===== config.mk =====
export PLATFORM = sky130hd
export DESIGN_NAME = stepper_uart_datagram_framer_unit_flat
export DESIGN_NICKNAME = d
export VERILOG_FILES = /design/src/design/sudf_pkg.sv /design/src/design/sudf_cmd_if.sv /design/src/design/sudf_res_if.sv /design/src/design/sudf_front.sv /design/src/design/sudf_queue.sv /design/src/design/sudf_back.sv /design/src/design/stepper_uart_datagram_framer_unit.sv /design/src/flat_wrapper.sv
export SDC_FILE = /design/constraint.sdc
export NUM_CORES = 1
export LEC_CHECK = 0
export BUFFER_PORTS_ARGS = -buffer_cell sky130_fd_sc_hd__buf_2
export CAP_MARGIN = 20
export CORE_UTILIZATION = 53
export DETAILED_ROUTE_END_ITERATION = 7
export PLACE_DENSITY = 0.75
export RECOVER_POWER = 25
export SETUP_SLACK_MARGIN = 0.5
export SYNTH_ARGS = -nofsm -noshare
export SYNTH_HDL_FRONTEND = slang
export SYNTH_SLANG_ARGS = --single-unit

===== constraint.sdc =====
create_clock -name clk -period 3.3 [get_ports clk]
set_input_delay 0.165 -clock clk [delete_from_list [all_inputs] [get_ports clk]]
set_output_delay 0.165 -clock clk [all_outputs]
set_load 0.01 [all_outputs]

===== src/design/sudf_pkg.sv =====
`default_nettype none

package sudf_pkg;

    typedef enum logic [1:0] {
        KIND_WRITE = 2'd0,
        KIND_READ  = 2'd1,
        KIND_RX    = 2'd2,
        KIND_EOR   = 2'd3
    } kind_t;

    typedef enum logic [1:0] {
        ST_OK     = 2'd0,
        ST_HEADER = 2'd1,
        ST_CRC    = 2'd2,
        ST_SHORT  = 2'd3
    } status_t;

    typedef enum logic [1:0] {
        JOB_WRITE,
        JOB_READ,
        JOB_OUTCOME
    } job_kind_t;

    localparam logic RK_TX   = 1'b0;
    localparam logic RK_READ = 1'b1;

    localparam logic [7:0] SYNC_BYTE   = 8'h05;
    localparam logic [7:0] CRC_POLY    = 8'h07;
    localparam logic [7:0] WRITE_FLAG  = 8'h80;
    localparam logic [7:0] MASTER_ADDR = 8'hFF;

    localparam logic [3:0] ECHO_LEN = 4'd4;
    localparam logic [3:0] FULL_LEN = 4'd12;

    localparam logic [2:0] CRC_BYTE_IDX = 3'd7;
    localparam logic [2:0] WRITE_LAST   = 3'd7;
    localparam logic [2:0] READ_LAST    = 3'd3;
    localparam logic [2:0] OUTCOME_LAST = 3'd0;

    localparam int QUEUE_DEPTH_DEF = 2;

    typedef struct packed {
        job_kind_t   kind;
        logic [6:0]  reg_addr;
        logic [31:0] value;
        status_t     status;
    } job_t;

    // one byte of CRC-8, data bits taken LSB first
    function automatic logic [7:0] crc8_byte(input logic [7:0] crc_in, input logic [7:0] data);
        logic [7:0] c;
        logic [7:0] d;
        c = crc_in;
        d = data;
        for (int i = 0; i < 8; i++)
        begin
            if (c[7] ^ d[0])
            begin
                c = {c[6:0], 1'b0} ^ CRC_POLY;
            end
            else
            begin
                c = {c[6:0], 1'b0};
            end
            d = {1'b0, d[7:1]};
        end
        return c;
    endfunction

endpackage

`default_nettype wire


===== src/design/sudf_cmd_if.sv =====
`default_nettype none

interface sudf_cmd_if;
    logic        valid;
    logic        ready;
    logic [1:0]  kind;
    logic [6:0]  reg_addr;
    logic [31:0] write_value;
    logic [7:0]  rx_byte;

    modport source (output valid, output kind, output reg_addr, output write_value,
                    output rx_byte, input ready);
    modport sink   (input valid, input kind, input reg_addr, input write_value,
                    input rx_byte, output ready);
endinterface

`default_nettype wire


===== src/design/sudf_res_if.sv =====
`default_nettype none

interface sudf_res_if;
    logic        valid;
    logic        ready;
    logic        result_kind;
    logic [7:0]  tx_byte;
    logic        last;
    logic [31:0] reg_data;
    logic [1:0]  read_status;

    modport source (output valid, output result_kind, output tx_byte, output last,
                    output reg_data, output read_status, input ready);
    modport sink   (input valid, input result_kind, input tx_byte, input last,
                    input reg_data, input read_status, output ready);
endinterface

`default_nettype wire


===== src/design/sudf_front.sv =====
`default_nettype none

module sudf_front
    import sudf_pkg::*;
(
    input  logic       clk,
    input  logic       rst_n,
    sudf_cmd_if.sink   cmd,
    input  logic       q_full,
    output logic       q_push,
    output job_t       q_data
);

    logic        accept;
    kind_t       kind;
    logic [3:0]  rx_count_reg, rx_count_next;
    logic        pending_reg, pending_next;
    logic [7:0]  crc_reg, crc_next;
    logic [7:0]  reply_reg [8];
    logic        reply_we;
    logic [3:0]  offset;
    logic [2:0]  slot;
    status_t     status;
    logic [31:0] outcome_value;

    assign cmd.ready = !q_full;
    assign accept    = cmd.valid && cmd.ready;
    assign kind      = kind_t'(cmd.kind);
    assign offset    = rx_count_reg - ECHO_LEN;
    assign slot      = offset[2:0];

    always_comb
    begin
        priority if (rx_count_reg < FULL_LEN)
        begin
            status = ST_SHORT;
        end
        else if (reply_reg[0] != SYNC_BYTE || reply_reg[1] != MASTER_ADDR)
        begin
            status = ST_HEADER;
        end
        else if (crc_reg != reply_reg[CRC_BYTE_IDX])
        begin
            status = ST_CRC;
        end
        else
        begin
            status = ST_OK;
        end
    end

    assign outcome_value = (status == ST_OK) ?
        {reply_reg[3], reply_reg[4], reply_reg[5], reply_reg[6]} : 32'd0;

    always_comb
    begin
        rx_count_next   = rx_count_reg;
        pending_next    = pending_reg;
        crc_next        = crc_reg;
        reply_we        = 1'b0;
        q_push          = 1'b0;
        q_data.kind     = JOB_WRITE;
        q_data.reg_addr = cmd.reg_addr;
        q_data.value    = cmd.write_value;
        q_data.status   = ST_OK;
        if (accept)
        begin
            unique case (kind)
                KIND_WRITE:
                begin
                    q_push = 1'b1;
                end
                KIND_READ:
                begin
                    q_push        = 1'b1;
                    q_data.kind   = JOB_READ;
                    rx_count_next = 4'd0;
                    pending_next  = 1'b1;
                end
                KIND_RX:
                begin
                    if (rx_count_reg < ECHO_LEN)
                    begin
                        rx_count_next = rx_count_reg + 4'd1;
                    end
                    else if (rx_count_reg < FULL_LEN)
                    begin
                        reply_we      = 1'b1;
                        rx_count_next = rx_count_reg + 4'd1;
                        if (slot != CRC_BYTE_IDX)
                        begin
                            crc_next = crc8_byte((slot == 3'd0) ? 8'd0 : crc_reg, cmd.rx_byte);
                        end
                    end
                end
                KIND_EOR:
                begin
                    if (pending_reg)
                    begin
                        pending_next  = 1'b0;
                        q_push        = 1'b1;
                        q_data.kind   = JOB_OUTCOME;
                        q_data.value  = outcome_value;
                        q_data.status = status;
                    end
                end
            endcase
        end
    end

    always_ff @(posedge clk or negedge rst_n)
    begin
        if (!rst_n)
        begin
            rx_count_reg <= 4'd0;
            pending_reg  <= 1'b0;
        end
        else
        begin
            rx_count_reg <= rx_count_next;
            pending_reg  <= pending_next;
        end
    end

    always_ff @(posedge clk)
    begin
        crc_reg <= crc_next;
        if (reply_we)
        begin
            reply_reg[slot] <= cmd.rx_byte;
        end
    end

endmodule

`default_nettype wire


===== src/design/sudf_queue.sv =====
`default_nettype none

module sudf_queue
    import sudf_pkg::*;
#(
    parameter int DEPTH = QUEUE_DEPTH_DEF
)
(
    input  logic clk,
    input  logic rst_n,
    input  logic push,
    input  job_t push_data,
    output logic full,
    input  logic pop,
    output logic not_empty,
    output job_t pop_data
);

    localparam int PW = (DEPTH > 1) ? $clog2(DEPTH) : 1;
    localparam int CW = $clog2(DEPTH + 1);
    localparam logic [PW-1:0] LAST_PTR  = PW'(DEPTH - 1);
    localparam logic [CW-1:0] DEPTH_CNT = CW'(DEPTH);

    job_t          mem_reg [DEPTH];
    logic [PW-1:0] wr_ptr_reg, wr_ptr_next;
    logic [PW-1:0] rd_ptr_reg, rd_ptr_next;
    logic [CW-1:0] count_reg, count_next;
    logic          do_push, do_pop;

    assign full      = (count_reg == DEPTH_CNT);
    assign not_empty = (count_reg != '0);
    assign pop_data  = mem_reg[rd_ptr_reg];
    assign do_push   = push && !full;
    assign do_pop    = pop && not_empty;

    always_comb
    begin
        wr_ptr_next = wr_ptr_reg;
        rd_ptr_next = rd_ptr_reg;
        count_next  = count_reg;
        if (do_push)
        begin
            wr_ptr_next = (wr_ptr_reg == LAST_PTR) ? '0 : wr_ptr_reg + PW'(1);
        end
        if (do_pop)
        begin
            rd_ptr_next = (rd_ptr_reg == LAST_PTR) ? '0 : rd_ptr_reg + PW'(1);
        end
        if (do_push && !do_pop)
        begin
            count_next = count_reg + CW'(1);
        end
        else if (do_pop && !do_push)
        begin
            count_next = count_reg - CW'(1);
        end
    end

    always_ff @(posedge clk or negedge rst_n)
    begin
        if (!rst_n)
        begin
            wr_ptr_reg <= '0;
            rd_ptr_reg <= '0;
            count_reg  <= '0;
        end
        else
        begin
            wr_ptr_reg <= wr_ptr_next;
            rd_ptr_reg <= rd_ptr_next;
            count_reg  <= count_next;
        end
    end

    always_ff @(posedge clk)
    begin
        if (do_push)
        begin
            mem_reg[wr_ptr_reg] <= push_data;
        end
    end

endmodule

`default_nettype wire


===== src/design/sudf_back.sv =====
`default_nettype none

module sudf_back
    import sudf_pkg::*;
(
    input  logic        clk,
    input  logic        rst_n,
    input  logic [7:0]  node_addr,
    input  logic        q_valid,
    input  job_t        q_data,
    output logic        q_pop,
    sudf_res_if.source  res
);

    job_t        job_reg;
    logic        busy_reg, busy_next;
    logic [2:0]  idx_reg, idx_next;
    logic [7:0]  crc_reg;
    logic        out_valid_reg, out_valid_next;
    logic        rk_reg;
    logic [7:0]  tx_reg;
    logic        last_reg;
    logic [31:0] value_reg;
    status_t     status_reg;

    logic        advance;
    logic        emit;
    logic        at_last;
    logic        done;
    logic [2:0]  last_idx;
    logic [7:0]  cur_byte;

    assign advance = !out_valid_reg || res.ready;
    assign emit    = busy_reg && advance;
    assign at_last = (idx_reg == last_idx);
    assign done    = emit && at_last;
    assign q_pop   = q_valid && (!busy_reg || done);

    always_comb
    begin
        unique case (job_reg.kind)
            JOB_WRITE: last_idx = WRITE_LAST;
            JOB_READ:  last_idx = READ_LAST;
            default:   last_idx = OUTCOME_LAST;
        endcase
    end

    always_comb
    begin
        if (job_reg.kind == JOB_WRITE)
        begin
            unique case (idx_reg)
                3'd0:    cur_byte = SYNC_BYTE;
                3'd1:    cur_byte = node_addr;
                3'd2:    cur_byte = WRITE_FLAG | {1'b0, job_reg.reg_addr};
                3'd3:    cur_byte = job_reg.value[31:24];
                3'd4:    cur_byte = job_reg.value[23:16];
                3'd5:    cur_byte = job_reg.value[15:8];
                3'd6:    cur_byte = job_reg.value[7:0];
                default: cur_byte = crc_reg;
            endcase
        end
        else
        begin
            unique case (idx_reg)
                3'd0:    cur_byte = SYNC_BYTE;
                3'd1:    cur_byte = node_addr;
                3'd2:    cur_byte = {1'b0, job_reg.reg_addr};
                default: cur_byte = crc_reg;
            endcase
        end
    end

    always_comb
    begin
        busy_next      = busy_reg;
        idx_next       = idx_reg;
        out_valid_next = out_valid_reg;
        if (advance)
        begin
            out_valid_next = busy_reg;
        end
        if (q_pop)
        begin
            busy_next = 1'b1;
            idx_next  = 3'd0;
        end
        else if (done)
        begin
            busy_next = 1'b0;
        end
        else if (emit)
        begin
            idx_next = idx_reg + 3'd1;
        end
    end

    always_ff @(posedge clk or negedge rst_n)
    begin
        if (!rst_n)
        begin
            busy_reg      <= 1'b0;
            idx_reg       <= 3'd0;
            out_valid_reg <= 1'b0;
        end
        else
        begin
            busy_reg      <= busy_next;
            idx_reg       <= idx_next;
            out_valid_reg <= out_valid_next;
        end
    end

    always_ff @(posedge clk)
    begin
        if (q_pop)
        begin
            job_reg <= q_data;
        end
        if (emit)
        begin
            crc_reg <= crc8_byte((idx_reg == 3'd0) ? 8'd0 : crc_reg, cur_byte);
            if (job_reg.kind == JOB_OUTCOME)
            begin
                rk_reg     <= RK_READ;
                tx_reg     <= 8'd0;
                last_reg   <= 1'b0;
                value_reg  <= job_reg.value;
                status_reg <= job_reg.status;
            end
            else
            begin
                rk_reg     <= RK_TX;
                tx_reg     <= cur_byte;
                last_reg   <= at_last;
                value_reg  <= 32'd0;
                status_reg <= ST_OK;
            end
        end
    end

    assign res.valid       = out_valid_reg;
    assign res.result_kind = rk_reg;
    assign res.tx_byte     = tx_reg;
    assign res.last        = last_reg;
    assign res.reg_data    = value_reg;
    assign res.read_status = status_reg;

endmodule

`default_nettype wire


===== src/design/stepper_uart_datagram_framer_unit.sv =====
// Channel   Dir  Beat carries
// cmd       in   kind, reg_addr, write_value, rx_byte
// res       out  result_kind, tx_byte, last, reg_data, read_status
// cfg       in   cfg_we / cfg_data -> node_addr
//
// One beat per cycle on cmd while the job queue has room; one beat per cycle on res
// while res is ready, so a write datagram is 8 beats, a read 4, an outcome 1 (set by
// the back end byte sequencer). Received bytes and ignored end-of-reply beats give
// no result. Each request passes the job queue, job register and output register.
// Reset clears counters, pending flag, queue and output valid; no clearing pass.
// res stalls hold the output register and the back end sequencer; cmd stalls only when the queue is full.
`default_nettype none

module stepper_uart_datagram_framer_unit
    import sudf_pkg::*;
#(
    parameter int QUEUE_DEPTH = QUEUE_DEPTH_DEF
)
(
    input  logic       clk,
    input  logic       rst_n,
    input  logic       cfg_we,
    input  logic [7:0] cfg_data,
    sudf_cmd_if.sink   cmd,
    sudf_res_if.source res
);

    logic [7:0] node_addr_reg, node_addr_next;
    logic       q_push;
    logic       q_full;
    logic       q_pop;
    logic       q_valid;
    job_t       push_job;
    job_t       head_job;

    assign node_addr_next = cfg_we ? cfg_data : node_addr_reg;

    always_ff @(posedge clk or negedge rst_n)
    begin
        if (!rst_n)
        begin
            node_addr_reg <= 8'd0;
        end
        else
        begin
            node_addr_reg <= node_addr_next;
        end
    end

    sudf_front u_front (
        .clk    (clk),
        .rst_n  (rst_n),
        .cmd    (cmd),
        .q_full (q_full),
        .q_push (q_push),
        .q_data (push_job)
    );

    sudf_queue #(
        .DEPTH (QUEUE_DEPTH)
    ) u_queue (
        .clk       (clk),
        .rst_n     (rst_n),
        .push      (q_push),
        .push_data (push_job),
        .full      (q_full),
        .pop       (q_pop),
        .not_empty (q_valid),
        .pop_data  (head_job)
    );

    sudf_back u_back (
        .clk       (clk),
        .rst_n     (rst_n),
        .node_addr (node_addr_reg),
        .q_valid   (q_valid),
        .q_data    (head_job),
        .q_pop     (q_pop),
        .res       (res)
    );

endmodule

`default_nettype wire


===== src/flat_wrapper.sv =====
// flat-port wrapper written by rule: the top's interface ports become plain ports
module stepper_uart_datagram_framer_unit_flat import sudf_pkg::*;
#(
    parameter int QUEUE_DEPTH = QUEUE_DEPTH_DEF
)
  (clk, rst_n, cfg_we, cfg_data, cmd_valid, cmd_kind, cmd_reg_addr, cmd_write_value, cmd_rx_byte, cmd_ready, res_valid, res_result_kind, res_tx_byte, res_last, res_reg_data, res_read_status, res_ready);
  sudf_cmd_if cmd_i ();
  sudf_res_if res_i ();
  input  logic clk;
  input  logic rst_n;
  input  logic cfg_we;
  input  logic [7:0] cfg_data;
  input wire logic [$bits(cmd_i.valid)-1:0] cmd_valid;
  input wire logic [$bits(cmd_i.kind)-1:0] cmd_kind;
  input wire logic [$bits(cmd_i.reg_addr)-1:0] cmd_reg_addr;
  input wire logic [$bits(cmd_i.write_value)-1:0] cmd_write_value;
  input wire logic [$bits(cmd_i.rx_byte)-1:0] cmd_rx_byte;
  output wire logic [$bits(cmd_i.ready)-1:0] cmd_ready;
  output wire logic [$bits(res_i.valid)-1:0] res_valid;
  output wire logic [$bits(res_i.result_kind)-1:0] res_result_kind;
  output wire logic [$bits(res_i.tx_byte)-1:0] res_tx_byte;
  output wire logic [$bits(res_i.last)-1:0] res_last;
  output wire logic [$bits(res_i.reg_data)-1:0] res_reg_data;
  output wire logic [$bits(res_i.read_status)-1:0] res_read_status;
  input wire logic [$bits(res_i.ready)-1:0] res_ready;
  assign cmd_i.valid = cmd_valid;
  assign cmd_i.kind = cmd_kind;
  assign cmd_i.reg_addr = cmd_reg_addr;
  assign cmd_i.write_value = cmd_write_value;
  assign cmd_i.rx_byte = cmd_rx_byte;
  assign cmd_ready = cmd_i.ready;
  assign res_valid = res_i.valid;
  assign res_result_kind = res_i.result_kind;
  assign res_tx_byte = res_i.tx_byte;
  assign res_last = res_i.last;
  assign res_reg_data = res_i.reg_data;
  assign res_read_status = res_i.read_status;
  assign res_i.ready = res_ready;
  stepper_uart_datagram_framer_unit #(.QUEUE_DEPTH(QUEUE_DEPTH)) u_core (.clk(clk), .rst_n(rst_n), .cfg_we(cfg_we), .cfg_data(cfg_data), .cmd(cmd_i), .res(res_i));
endmodule

==> impl_metrics.tcl <==
set metrics [dict create \
    arrival_ns 2.93 \
    first_global_vias 6583 \
    core-area_mm2 0.0204 \
    initial_core_util_pct 54.3 \
    io_buffers 107 \
    final_area_mm2 0.0133 \
    die_h_um 146 \
    fmax_mhz 378 \
    cp.required_ns 3.59 \
    yosysTopAreaCell "edfxtp_1" \
    grt_antenna_before_repair 0 \
    ys_ff_latch 267 \
    dr.pass1.iters 7 \
    grt_usage_pct 21.7 \
    end_kind "flip-flop" \
    drc 0 \
    via_per_inst 5.56 \
    layout.cells.most_common_list "245 x edfxtp_1, 62 x clkbuf_1, 51 x mux2_2, 50 x dlygate4sd3_1" \
    async_flop_share_pct 8.24 \
    seq_area_frac_synth_pct 71.5 \
    h-tree-depth 1 \
    holdPathStages 2 \
    synthFlopType "edfxtp_1" \
    ys_warn_count 0 \
    dp_hpwl_um 15400 \
    diodes 0 \
    use_met3_pct 3.34 \
    ys_top_cells_by_area "edfxtp_1 67%, mux2_2 5.2%, dfrtp_1 5.0%" \
    area_delta_synth_final_pct 20.7 \
    place_area_mm2 0.0120 \
    num_vias 6479 \
    busiest_layer "met2" \
    synth_nets 770 \
    rows 52 \
    critPathLaunchType "flip-flop" \
    status "completed" \
    cts_tree "built" \
    numCtsBuffers 27 \
    synth_edf_count 245 \
    clock_latency_ns 0.54 \
    die_x_um 146 \
    power_density_mw_per_mm2 876 \
    avgSynthCellArea_um2 15.9 \
    drtAntennaViolNets 0 \
    tightest_slew_ns 1.30 \
    setup_tns_ns 0 \
    nets 948 \
    grt_pass1_wl_um 35700 \
    routed_wire_length_per_instance_um 19.9 \
    clk_path_buf_depth 3 \
    largest_reg_flops 86 \
    setup_viol 0 \
    place_congestion 0.889 \
    cts_root_buffer "clkbuf_16" \
    r2r_cells 9 \
    fin_crit_ns 2.65 \
    finalHoldViolCount 0 \
    die_area_mm2 0.0214 \
    grt_max_degree 48 \
    drv_cap 0 \
    postSynthCellCount 697 \
    synthDistinctLibCells 57 \
    clock-sinks 267 \
    gr-total-overflow 0 \
    rsz0062_at_grt "no" \
    drtIter0Drc 518 \
    wirelength_um 23200 \
    finalClockSkew_ns 0.0178 \
    met1_usage_pct 28.0 \
    post-route-util_pct 65.5 \
    path_max_fanout 5 \
    crit_type "flip-flop to flip-flop" \
    synth_top_area_share_pct 66.5 \
    drive_above_1_share_pct 21.4 \
    min_period_over_period_pct 80.2 \
    vdd_drop_max_mv 0.425 \
    hold_path.class "input pin to flip-flop" \
    layout_commonest_cell "edfxtp_1" \
    ios 108 \
    clkTransAtPathRegs_ns 0.06 \
    slew_headroom_pct 13.1 \
    total_power_uw 11700 \
    syn-cell-area_mm2 0.0111 \
    grt_util_met2_pct 37.6 \
    p_leak_uw 0.00473 \
    fillers 1456 \
    slew_viol_final 0 \
]
==> cells in the mapped netlist (all sizes together), types with 3 or more instances <==
master	number
a21boi	3
a21o	3
a21oi	8
a221oi	5
a222oi	4
a22o	37
a22oi	9
a31oi	3
and2	36
buf	12
clkbuf	21
dfrtp	22
edfxtp	245
ha	11
inv	12
mux2	51
nand2	49
nand2b	3
nand3	3
nand4	4
nor2	19
nor2b	6
nor3	10
nor4	9
o211ai	4
o21ai	14
o221ai	3
or2	3
or4b	3
xnor2	33
xor2	35
==> timing repair <==
item	in CTS	in global routing
cloned	0	0
resized for setup	4	11
endpoints found under the hold margin	136	0
hold buffers	50	0
setup buffers	0	7
endpoints found under the setup margin	6	51
pin swaps	1	6
==> worst max-delay path, cell delays in order (launching register included) <==
cell      delay [ns]
dfrtp_2         0.41
ha_1            0.17
ha_2            0.19
buf_6           0.10
or3b_4          0.40
a22o_4          0.27
a221oi_4        0.33
xor2_2          0.13
xnor2_2         0.28
xnor2_1         0.11
==> power by group <==
group,internal [uW],switching (uW)
clock network,1610,1230
logic,1710,2040
registers,4700,402
==> stage by stage <==
step | std cells | hold slack, ns | setup WS (ns)
after floorplan | 697 | -0.131 | 0.498
after global placement | 1059 | 0.154 | 0.442
after detailed placement | 1059 | 0.171 | 0.297
after CTS | 1159 | 0.00164 | 0.505
after global routing | 1166 | 0.00863 | 0.496
final | 1166 | 0.0227 | 0.654
==> area by class of cell <==
type                       count  area [um2]  area share, %
timing repair buffer         182        1170           8.79
multi-input combinational    384        3040           22.8
clock inverter                18         131          0.984
tap                          270         338           2.53
inverter                      13        52.6          0.394
sequential                   267        7910           59.3
clock buffer                  32         704           5.28
==> worst paths after layout <==
path | start | endpoint | slack, ns
hold reg to reg | u_core.u_front.pending_reg | u_core.u_front.pending_reg | 0.52
max in group asynchronous | rst_n | u_core.u_back.idx_reg[0] | 2.01
setup reg to reg | u_core.u_back.idx_reg[0] | u_core.u_back.crc_reg[1] | 0.65
min in group asynchronous | rst_n | u_core.node_addr_reg[4] | 0.44
hold / removal | cmd_write_value[2] | u_core.u_queue.mem_reg[1][4] | 0.02
setup / recovery | u_core.u_back.idx_reg[0] | u_core.u_back.crc_reg[1] | 0.65
==> kinds of logic after synthesis <==
group | after synthesis | synth area share [%]
compound gates | 103 | 7.72
flops | 267 | 71.5
fa+ha+maj | 11 | 1.24
xor+xnor | 68 | 5.52
simple gates | 151 | 7.15
buf+inv | 46 | 1.65
mux | 51 | 5.19
==> layer usage <==
| metal | part of all wire, % | vias up |
|---|---|---|
| met5 | 0 | - |
| met4 | 2.7 | 0 |
| met3 | 4.9 | 53 |
| met2 | 50 | 221 |
| met1 | 42 | 3210 |
| li1 | - | 2995 |
Power figures use the tool's default switching activity.
